==> config.mk <==
export PLATFORM = sky130hd
export DESIGN_NAME = polygon_sat_overlap_unit_flat
export DESIGN_NICKNAME = d
export VERILOG_FILES = /design/src/design/psat_pkg.sv /design/src/design/psat_if.sv /design/src/design/psat_cell.sv /design/src/design/psat_ring.sv /design/src/design/psat_proj.sv /design/src/design/polygon_sat_overlap_unit.sv /design/src/flat_wrapper.sv
export SDC_FILE = /design/constraint.sdc
export NUM_CORES = 2
export LEC_CHECK = 0
export BUFFER_PORTS_ARGS = -buffer_cell sky130_fd_sc_hd__buf_4
export CORE_ASPECT_RATIO = 1.75
export CORE_MARGIN = 2
export CORE_UTILIZATION = 60
export DETAILED_ROUTE_END_ITERATION = 8
export PLACE_DENSITY = 0.76
export SKIP_CTS_REPAIR_TIMING = 1
export SLEW_MARGIN = 25
export SYNTH_ARGS = -nofsm -noshare
export SYNTH_HDL_FRONTEND = slang
export SYNTH_SLANG_ARGS = --single-unit
==> constraint.sdc <==
create_clock -name clk -period 10.3 [get_ports clk]
set_clock_uncertainty 0.05 [all_clocks]
set_input_delay 2.06 -clock clk [delete_from_list [all_inputs] [get_ports clk]]
set_output_delay 2.06 -clock clk [all_outputs]
set_load 0.01 [all_outputs]
==> src/design/psat_pkg.sv <==
// Shared constants and types for the polygon separating-axis overlap unit.
// No dependencies; psat_if, psat_proj and the top level import this package.
`timescale 1ns / 1ps
`default_nettype none
package psat_pkg;

	localparam int FIELD_W          = 16;
	localparam int MAX_VERTS_DEF    = 16;
	localparam int COORD_BITS_DEF   = 16;

	typedef enum logic [2:0] {
		ST_IDLE,
		ST_START,
		ST_EDGE,
		ST_PROJ_P,
		ST_PROJ_Q,
		ST_DRAIN,
		ST_CHECK,
		ST_DONE
	} psat_state_t;

	// Control handed from the sequencer to the projection unit each cycle.
	typedef struct packed {
		logic issue;
		logic set_q;
		logic first;
		logic load_normal;
	} psat_proj_ctl_t;

endpackage
`default_nettype wire

==> src/design/psat_if.sv <==
// Handshake channels of the overlap unit: vertex requests in, results out.
// Depends on psat_pkg for the field width.
`timescale 1ns / 1ps
`default_nettype none
interface psat_vertex_if;
	import psat_pkg::*;
	logic                       valid;
	logic                       ready;
	logic signed [FIELD_W-1:0]  vertex_x;
	logic signed [FIELD_W-1:0]  vertex_y;
	logic                       poly_id;
	logic                       end_pair;
	modport source (output valid, vertex_x, vertex_y, poly_id, end_pair, input ready);
	modport sink (input valid, vertex_x, vertex_y, poly_id, end_pair, output ready);
endinterface

interface psat_result_if;
	logic valid;
	logic ready;
	logic overlap;
	logic overflow;
	modport source (output valid, overlap, overflow, input ready);
	modport sink (input valid, overlap, overflow, output ready);
endinterface
`default_nettype wire

==> src/design/psat_cell.sv <==
// One storage cell of a vertex ring: loads a new vertex or takes its neighbor's.
// Depends on nothing but the clock.
`timescale 1ns / 1ps
`default_nettype none
module psat_cell #(
	parameter int VW = 32
) (
	input  wire logic          clk,
	input  wire logic          load_en,
	input  wire logic [VW-1:0] load_data,
	input  wire logic          shift_en,
	input  wire logic [VW-1:0] shift_data,
	output logic      [VW-1:0] data_q
);
	always_ff @(posedge clk) begin
		if (load_en) begin
			data_q <= load_data;
		end else if (shift_en) begin
			data_q <= shift_data;
		end
	end
endmodule
`default_nettype wire

==> src/design/psat_ring.sv <==
// Ring of vertex cells for one polygon; rotates over the filled cells only.
// Depends on psat_cell.
`timescale 1ns / 1ps
`default_nettype none
module psat_ring #(
	parameter int N  = 16,
	parameter int VW = 32,
	parameter int CNT_W = $clog2(N + 1)
) (
	input  wire logic             clk,
	input  wire logic             wr_en,
	input  wire logic [VW-1:0]    wr_data,
	input  wire logic [CNT_W-1:0] count,
	input  wire logic             shift_en,
	output logic      [VW-1:0]    head0,
	output logic      [VW-1:0]    head1
);
	logic [VW-1:0] cell_q [N];

	for (genvar i = 0; i < N; i++) begin : g_cell
		logic          ld;
		logic [VW-1:0] nxt;
		// The last filled cell closes the ring by taking cell zero.
		assign ld  = wr_en && (count == CNT_W'(i));
		assign nxt = (count == CNT_W'(i + 1)) ? cell_q[0] : cell_q[(i + 1) % N];
		psat_cell #(.VW(VW)) u_cell (
			.clk        (clk),
			.load_en    (ld),
			.load_data  (wr_data),
			.shift_en   (shift_en),
			.shift_data (nxt),
			.data_q     (cell_q[i])
		);
	end

	assign head0 = cell_q[0];
	assign head1 = (count == CNT_W'(1)) ? cell_q[0] : cell_q[1];
endmodule
`default_nettype wire

==> src/design/psat_proj.sv <==
// Projection unit: dot product of one vertex with the axis normal, then
// running minimum and maximum per vertex set. Depends on psat_pkg.
`timescale 1ns / 1ps
`default_nettype none
module psat_proj #(
	parameter int C = 16
) (
	input  wire logic                 clk,
	input  wire logic                 arst_n,
	input  wire psat_pkg::psat_proj_ctl_t ctl,
	input  wire logic signed [C-1:0]  px,
	input  wire logic signed [C-1:0]  py,
	input  wire logic signed [C:0]    nx,
	input  wire logic signed [C:0]    ny,
	output logic signed [2*C+1:0]     min_p_q,
	output logic signed [2*C+1:0]     max_p_q,
	output logic signed [2*C+1:0]     min_q_q,
	output logic signed [2*C+1:0]     max_q_q
);
	import psat_pkg::*;

	localparam int PW = 2 * C + 1;
	localparam int SW = 2 * C + 2;

	logic signed [C:0]    nx_q, ny_q;
	logic signed [PW-1:0] prod_x_s1, prod_y_s1;
	logic                 valid_s1, set_s1, first_s1;
	logic signed [SW-1:0] sum_s2;
	logic                 valid_s2, set_s2, first_s2;

	always_ff @(posedge clk) begin
		if (ctl.load_normal) begin
			nx_q <= nx;
			ny_q <= ny;
		end
		prod_x_s1 <= px * nx_q;
		prod_y_s1 <= py * ny_q;
		set_s1    <= ctl.set_q;
		first_s1  <= ctl.first;
		sum_s2    <= SW'(prod_x_s1) + SW'(prod_y_s1);
		set_s2    <= set_s1;
		first_s2  <= first_s1;
	end

	always_ff @(posedge clk or negedge arst_n) begin
		if (!arst_n) begin
			valid_s1 <= 1'b0;
			valid_s2 <= 1'b0;
		end else begin
			valid_s1 <= ctl.issue;
			valid_s2 <= valid_s1;
		end
	end

	always_ff @(posedge clk) begin
		if (valid_s2 && !set_s2) begin
			if (first_s2 || sum_s2 < min_p_q) begin
				min_p_q <= sum_s2;
			end
			if (first_s2 || sum_s2 > max_p_q) begin
				max_p_q <= sum_s2;
			end
		end
		if (valid_s2 && set_s2) begin
			if (first_s2 || sum_s2 < min_q_q) begin
				min_q_q <= sum_s2;
			end
			if (first_s2 || sum_s2 > max_q_q) begin
				max_q_q <= sum_s2;
			end
		end
	end
endmodule
`default_nettype wire

==> src/design/polygon_sat_overlap_unit.sv <==
// Top level of the separating-axis overlap unit for two convex polygons.
// Depends on psat_pkg, psat_if, psat_ring and psat_proj.
//
//  Channel    Dir  Payload                                  Meaning
//  vertices   in   vertex_x, vertex_y, poly_id, end_pair    one vertex request
//  results    out  overlap, overflow                        one result per pair
//
// A vertex request is taken only while the unit is idle. On end_pair the
// test runs on one projection unit as an edge loop over the edges of A, then
// of B, stopping on a separating axis; each edge projects the vertices of
// both through a three-stage multiply/add/compare pipeline. Reset clears counts,
// the drop flag and the sequencer; vertex cells are not reset. A stalled
// result sits in the output register while new vertices are still accepted;
// only a finished test waits for that register to free up.
`timescale 1ns / 1ps
`default_nettype none
module polygon_sat_overlap_unit #(
	parameter int MAX_VERTS  = psat_pkg::MAX_VERTS_DEF,
	parameter int COORD_BITS = psat_pkg::COORD_BITS_DEF
) (
	input wire logic   clk,
	input wire logic   arst_n,
	psat_vertex_if.sink    vertices,
	psat_result_if.source  results
);
	import psat_pkg::*;

	localparam int C     = COORD_BITS;
	localparam int VW    = 2 * C;
	localparam int CNT_W = $clog2(MAX_VERTS + 1);

	psat_state_t      state_q, state_d;
	logic [CNT_W-1:0] count_a_q, count_b_q;
	logic             dropped_q;
	logic             phase_q;    // 0: edges of A, 1: edges of B
	logic [CNT_W-1:0] edge_q, step_q;
	logic             drain_q;
	logic             hit_q;
	logic             out_valid_q, out_overlap_q, out_overflow_q;

	logic             accept;
	logic [C-1:0]     raw_x, raw_y;
	logic             wr_a, wr_b;
	logic [VW-1:0]    a_head0, a_head1, b_head0, b_head1;
	logic [VW-1:0]    p_head0, p_head1, q_head0, src_vert;
	logic [CNT_W-1:0] pc, qc;
	logic signed [C:0] nx, ny;
	logic             zero_edge;
	logic             shift_p, shift_q, shift_a, shift_b;
	logic             separated, out_free;
	psat_proj_ctl_t   ctl;
	logic signed [2*C+1:0] min_p, max_p, min_q, max_q;

	// Coordinates are the low COORD_BITS of the field; wider coordinates see
	// the field bits zero-extended.
	always_comb begin
		for (int i = 0; i < C; i++) begin
			raw_x[i] = (i < FIELD_W) ? vertices.vertex_x[i % FIELD_W] : 1'b0;
			raw_y[i] = (i < FIELD_W) ? vertices.vertex_y[i % FIELD_W] : 1'b0;
		end
	end

	assign vertices.ready = (state_q == ST_IDLE);
	assign accept = vertices.valid && vertices.ready;
	assign wr_a = accept && !vertices.poly_id && (count_a_q != CNT_W'(MAX_VERTS));
	assign wr_b = accept && vertices.poly_id && (count_b_q != CNT_W'(MAX_VERTS));

	// Which ring supplies the edges and which is the other polygon.
	assign pc      = phase_q ? count_b_q : count_a_q;
	assign qc      = phase_q ? count_a_q : count_b_q;
	assign p_head0 = phase_q ? b_head0 : a_head0;
	assign p_head1 = phase_q ? b_head1 : a_head1;
	assign q_head0 = phase_q ? a_head0 : b_head0;

	// Integer edge normal (-dy, dx), left unnormalized.
	assign nx = {p_head0[VW-1], p_head0[VW-1:C]} - {p_head1[VW-1], p_head1[VW-1:C]};
	assign ny = {p_head1[C-1], p_head1[C-1:0]} - {p_head0[C-1], p_head0[C-1:0]};
	assign zero_edge = (nx == '0) && (ny == '0);

	assign shift_p = (state_q == ST_PROJ_P) || (state_q == ST_CHECK);
	assign shift_q = (state_q == ST_PROJ_Q);
	assign shift_a = phase_q ? shift_q : shift_p;
	assign shift_b = phase_q ? shift_p : shift_q;

	psat_ring #(.N(MAX_VERTS), .VW(VW), .CNT_W(CNT_W)) u_ring_a (
		.clk      (clk),
		.wr_en    (wr_a),
		.wr_data  ({raw_y, raw_x}),
		.count    (count_a_q),
		.shift_en (shift_a),
		.head0    (a_head0),
		.head1    (a_head1)
	);

	psat_ring #(.N(MAX_VERTS), .VW(VW), .CNT_W(CNT_W)) u_ring_b (
		.clk      (clk),
		.wr_en    (wr_b),
		.wr_data  ({raw_y, raw_x}),
		.count    (count_b_q),
		.shift_en (shift_b),
		.head0    (b_head0),
		.head1    (b_head1)
	);

	assign src_vert = (state_q == ST_PROJ_Q) ? q_head0 : p_head0;

	always_comb begin
		ctl.issue       = (state_q == ST_PROJ_P) || (state_q == ST_PROJ_Q);
		ctl.set_q       = (state_q == ST_PROJ_Q);
		ctl.first       = (step_q == '0);
		ctl.load_normal = (state_q == ST_EDGE);
	end

	psat_proj #(.C(C)) u_proj (
		.clk     (clk),
		.arst_n  (arst_n),
		.ctl     (ctl),
		.px      (src_vert[C-1:0]),
		.py      (src_vert[VW-1:C]),
		.nx      (nx),
		.ny      (ny),
		.min_p_q (min_p),
		.max_p_q (max_p),
		.min_q_q (min_q),
		.max_q_q (max_q)
	);

	// Touching intervals still count as overlapping.
	assign separated = (max_q < min_p) || (max_p < min_q);
	assign out_free  = !out_valid_q || results.ready;

	always_comb begin
		state_d = state_q;
		case (state_q)
			ST_IDLE: begin
				if (accept && vertices.end_pair) begin
					state_d = ST_START;
				end
			end
			ST_START: begin
				if (count_a_q == '0 || count_b_q == '0) begin
					state_d = ST_DONE;
				end else begin
					state_d = ST_EDGE;
				end
			end
			ST_EDGE: begin
				state_d = zero_edge ? ST_DONE : ST_PROJ_P;
			end
			ST_PROJ_P: begin
				if (step_q == pc - CNT_W'(1)) begin
					state_d = ST_PROJ_Q;
				end
			end
			ST_PROJ_Q: begin
				if (step_q == qc - CNT_W'(1)) begin
					state_d = ST_DRAIN;
				end
			end
			ST_DRAIN: begin
				if (drain_q) begin
					state_d = ST_CHECK;
				end
			end
			ST_CHECK: begin
				if (separated || (edge_q == pc - CNT_W'(1) && phase_q)) begin
					state_d = ST_DONE;
				end else begin
					state_d = ST_EDGE;
				end
			end
			ST_DONE: begin
				if (out_free) begin
					state_d = ST_IDLE;
				end
			end
			default: begin
				state_d = ST_IDLE;
			end
		endcase
	end

	always_ff @(posedge clk or negedge arst_n) begin
		if (!arst_n) begin
			state_q <= ST_IDLE;
		end else begin
			state_q <= state_d;
		end
	end

	// Loop counters and the verdict of the running test.
	always_ff @(posedge clk or negedge arst_n) begin
		if (!arst_n) begin
			phase_q <= 1'b0;
			edge_q  <= '0;
			step_q  <= '0;
			drain_q <= 1'b0;
			hit_q   <= 1'b0;
		end else begin
			case (state_q)
				ST_START: begin
					phase_q <= 1'b0;
					edge_q  <= '0;
					hit_q   <= 1'b0;
				end
				ST_EDGE: begin
					step_q <= '0;
				end
				ST_PROJ_P: begin
					step_q <= (step_q == pc - CNT_W'(1)) ? '0 : step_q + CNT_W'(1);
				end
				ST_PROJ_Q: begin
					step_q  <= step_q + CNT_W'(1);
					drain_q <= 1'b0;
				end
				ST_DRAIN: begin
					drain_q <= 1'b1;
				end
				ST_CHECK: begin
					if (edge_q == pc - CNT_W'(1)) begin
						edge_q  <= '0;
						phase_q <= 1'b1;
						hit_q   <= !separated && phase_q;
					end else begin
						edge_q <= edge_q + CNT_W'(1);
					end
				end
				default: begin
				end
			endcase
		end
	end

	// Vertex counts and the drop flag; both clear once the result is out.
	always_ff @(posedge clk or negedge arst_n) begin
		if (!arst_n) begin
			count_a_q <= '0;
			count_b_q <= '0;
			dropped_q <= 1'b0;
		end else if (state_q == ST_DONE && out_free) begin
			count_a_q <= '0;
			count_b_q <= '0;
			dropped_q <= 1'b0;
		end else begin
			if (wr_a) begin
				count_a_q <= count_a_q + CNT_W'(1);
			end
			if (wr_b) begin
				count_b_q <= count_b_q + CNT_W'(1);
			end
			if (accept && !wr_a && !wr_b) begin
				dropped_q <= 1'b1;
			end
		end
	end

	always_ff @(posedge clk or negedge arst_n) begin
		if (!arst_n) begin
			out_valid_q <= 1'b0;
		end else if (state_q == ST_DONE && out_free) begin
			out_valid_q <= 1'b1;
		end else if (results.ready) begin
			out_valid_q <= 1'b0;
		end
	end

	always_ff @(posedge clk) begin
		if (state_q == ST_DONE && out_free) begin
			out_overlap_q  <= hit_q;
			out_overflow_q <= dropped_q;
		end
	end

	assign results.valid    = out_valid_q;
	assign results.overlap  = out_overlap_q;
	assign results.overflow = out_overflow_q;
endmodule
`default_nettype wire
==> src/flat_wrapper.sv <==
// flat-port wrapper written by rule: the top's interface ports become plain ports
module polygon_sat_overlap_unit_flat import psat_pkg::*;
#(
	parameter int MAX_VERTS  = psat_pkg::MAX_VERTS_DEF,
	parameter int COORD_BITS = psat_pkg::COORD_BITS_DEF
)
  (clk, arst_n, vertices_valid, vertices_vertex_x, vertices_vertex_y, vertices_poly_id, vertices_end_pair, vertices_ready, results_valid, results_overlap, results_overflow, results_ready);
  psat_vertex_if vertices_i ();
  psat_result_if results_i ();
  input wire logic clk;
  input wire logic arst_n;
  input wire logic [$bits(vertices_i.valid)-1:0] vertices_valid;
  input wire logic [$bits(vertices_i.vertex_x)-1:0] vertices_vertex_x;
  input wire logic [$bits(vertices_i.vertex_y)-1:0] vertices_vertex_y;
  input wire logic [$bits(vertices_i.poly_id)-1:0] vertices_poly_id;
  input wire logic [$bits(vertices_i.end_pair)-1:0] vertices_end_pair;
  output wire logic [$bits(vertices_i.ready)-1:0] vertices_ready;
  output wire logic [$bits(results_i.valid)-1:0] results_valid;
  output wire logic [$bits(results_i.overlap)-1:0] results_overlap;
  output wire logic [$bits(results_i.overflow)-1:0] results_overflow;
  input wire logic [$bits(results_i.ready)-1:0] results_ready;
  assign vertices_i.valid = vertices_valid;
  assign vertices_i.vertex_x = vertices_vertex_x;
  assign vertices_i.vertex_y = vertices_vertex_y;
  assign vertices_i.poly_id = vertices_poly_id;
  assign vertices_i.end_pair = vertices_end_pair;
  assign vertices_ready = vertices_i.ready;
  assign results_valid = results_i.valid;
  assign results_overlap = results_i.overlap;
  assign results_overflow = results_i.overflow;
  assign results_i.ready = results_ready;
  polygon_sat_overlap_unit #(.MAX_VERTS(MAX_VERTS), .COORD_BITS(COORD_BITS)) u_core (.clk(clk), .arst_n(arst_n), .vertices(vertices_i), .results(results_i));
endmodule
==> reports/results.txt <==
status: finished, final reports clean
IO Pins: 42
Setup TNS: 0 ps
clock tree buffer depth: 3
row cnt: 188
synth-to-layout area growth: 6.673%
syn_nets: 9730
mapped cell area: 90810 sq um
nets: 9397
Chip Height: 518.6 microns
fraction of layout cells with a size suffix above 1: 6.896%
drt first pass iters: 7
Yosys cell types: 80
hold path depth: 0
first-pass GRT wire length: 377100 microns
top_reg_cell synth: edfxtp_1
Max Clk Rate: 0.1133 GHz
Syn Inst Count: 8689
First DRT Iteration DRCs: 4333
Core Area: 150100 sq um
RSZ-0062 raised after global routing: no
slew margin rel.: 21.46%
CTS tree: done
dpl ws: 1573 ps
GRT Residual Overflow: 0
Setup-failing EPs final: 0
EDFF count, synth: 1196
Slew @ Worst Pin: 1178 ps
worst skew pair latency: 820 ps
r2r endpoint: u_core.u_proj.prod_x_s1[31]
FF-to-FF path depth: 29
Ys Warns: 0
Reg clk slew, reported paths: 70 ps
Final WS setup: 1470 ps
CP Data Required Time: 10940 ps
hold slack: 306.8 ps
global-route usage over all layers: 31.75%
vias post-DR: 63030
Die W: 298.1 microns
worst r2r src: u_core.state_q[1]
worst hold path type: flip-flop to flip-flop
Critical Path Most Common Cell: fa_1
reg2reg setup slack: 1470 ps
initial core utilization: 60.51%
Post-route DRC: 0
H-tree lvl count: 3
Critical-path top delay cell: nor2_4
Final Max Tran Viols: 0
CP Class: flip-flop to flip-flop
gpl congestion: 1.037
ys async rst share: 2.256%
Worst setup EP type: flip-flop
# port buffers: 41
Hold Vio Cnt, Final: 0
Worst Hold Path EP: u_core.u_proj.valid_s2
Routed wire per std cell: 23.43 microns
syn_area_per_cell: 10.45 sq um
largest net degree at the start of global routing: 66
Worst setup SP type: flip-flop
Final Critical Period: 8830 ps
WL final: 245000 microns
initial antenna violation count: 12
Inserted Clock Buffers: 119
CP Data Arrival Time: 9470 ps
fill count: 11720
Seq/Total Area, Yosys: 42.67%
drt via density: 6.026
Final Util: 64.55%
HP Start: u_core.u_proj.valid_s1
post-route ant nets: 0
CTS sink cnt: 1330
worst stage delay on the critical path: 680 ps
max_cap viols: 0
vias in the first global route: 66020
CP Max Fanout: 17
Yosys reg bits: 1330
DP HPWL: 177400 microns
area of the die: 154600 sq um
final period utilization: 85.73%
root buf cell: clkbuf_16
-- routing by layer --
layer  GRT usage (%)  part of all wire [%]  up-vias
met3           5.373                   5.2      876
met1           30.90                    33    31070
met4           27.62                   9.7        6
met5               0                 0.016        -
li1                -                     -    28890
met2           57.57                    52     2179
-- cell usage in the layout, fill, tap and decap left out, types with 120 or more instances in the layout --
cell	count
nor2_1	644
fa_1	555
buf_4	183
a21oi_1	556
nor2b_1	183
inv_1	785
clkbuf_16	120
edfxtp_1	1196
o21ai_0	533
nand2_1	1021
mux2i_1	914
ha_1	446
-- registers in the layout (all words and copies together) (netlist names), 3 cells and up --
name                                  count
u_core.u_proj.max_q_q                    34
u_core.u_proj.prod_y_s1                  33
u_core.u_proj.sum_s2                     34
u_core.count_a_q                          5
u_core.step_q                             5
u_core.u_proj.min_q_q                    34
u_core.count_b_q                          5
u_core.u_proj.prod_x_s1                  33
u_core.u_ring_a.g_cell.u_cell.data_q    512
u_core.u_proj.nx_q                       17
u_core.state_q                            3
u_core.u_proj.min_p_q                    34
u_core.u_ring_b.g_cell.u_cell.data_q    512
u_core.edge_q                             5
u_core.u_proj.max_p_q                    34
u_core.u_proj.ny_q                       17
-- how the worst max path moves through the flow --
stage	start	end	slack, ps
5_1_grt	u_core.state_q[1]	u_core.u_proj.prod_x_s1[31]	1110
3_3_place_gp	u_core.state_q[1]	u_core.u_proj.prod_x_s1[31]	1720
3_5_place_dp	u_core.state_q[1]	u_core.u_proj.prod_x_s1[31]	1570
6_report	u_core.state_q[1]	u_core.u_proj.prod_x_s1[31]	1470
2_1_floorplan	u_core.state_q[0]	u_core.u_proj.prod_y_s1[32]	2670
4_1_cts	u_core.state_q[1]	u_core.u_proj.prod_x_s1[31]	1570
-- final cells by class --
cell class | count | area [sq um] | area share (%)
flip-flops and latches | 1330 | 38750 | 40.00
clock inverters | 77 | 925.9 | 0.9558
clock buffers | 142 | 3064 | 3.163
inverters | 787 | 2954 | 3.050
repair buffers | 193 | 1536 | 1.586
diodes | 9 | 22.52 | 0.02325
well taps | 1995 | 2496 | 2.577
multi-input cells | 5925 | 47120 | 48.64
-- worst max-delay path, delay by kind of cell, from the launching register on --
family                   cells  cell delay (ps)
adder cells (fa/ha/maj)      7             3320
AND/OR/NAND/NOR              8             1990
AO/OA/AOI/OAI                5             1480
buffers and inverters        7              970
flip-flops                   1              550
multiplexers                 1              220
XOR/XNOR                     1              120
-- through the flow --
stage                     cells  area (sq um)
after floorplan            8689         90810
after global placement    10220         92620
after detailed placement  10220         92650
after CTS                 10440         96640
after global routing      10450         96850
final                     10460         96870
-- kinds of logic after synthesis --
kind of cell	after synthesis	share of synthesized area [%]
and+or+nand+nor	2282	10.98
AOI/OAI and AO/OA	1469	9.102
buffers and inverters	1434	5.954
DFF	1330	42.67
muxes	1021	11.43
adders and majority gates	1003	18.41
xor gates and xnor gates	150	1.463
-- cells in the mapped netlist, types with 19 or more instances --
| cell type | count | share of area (%) |
|---|---|---|
| nand3_1 | 39 | 0.21 |
| inv_1 | 785 | 3.2 |
| mux2i_1 | 915 | 10 |
| xor2_1 | 42 | 0.41 |
| dfxtp_1 | 104 | 2.3 |
| a31oi_1 | 111 | 0.76 |
| nor3_1 | 44 | 0.24 |
| nor2b_1 | 183 | 1.3 |
| xnor2_1 | 106 | 1.0 |
| o21ai_0 | 537 | 3.0 |
| ha_1 | 448 | 6.2 |
| o21a_1 | 19 | 0.16 |
| nand2_1 | 1035 | 4.3 |
| a21oi_1 | 558 | 3.1 |
| clkbuf_1 | 573 | 2.4 |
| fa_1 | 555 | 12 |
| buf_1 | 60 | 0.25 |
| a21o_1 | 110 | 0.91 |
| and3_1 | 22 | 0.15 |
| nand2b_1 | 68 | 0.47 |
| dfrtp_1 | 30 | 0.83 |
| o21bai_1 | 22 | 0.18 |
| nor2_1 | 668 | 2.8 |
| mux2_2 | 104 | 1.3 |
| edfxtp_1 | 1196 | 40 |
| and2_1 | 122 | 0.84 |
| a211oi_1 | 23 | 0.19 |
| nand4_1 | 44 | 0.30 |
Power is left out: the tool's default activity adds up to more than one toggle a clock period on the data nets, which glitch-free logic cannot reach.
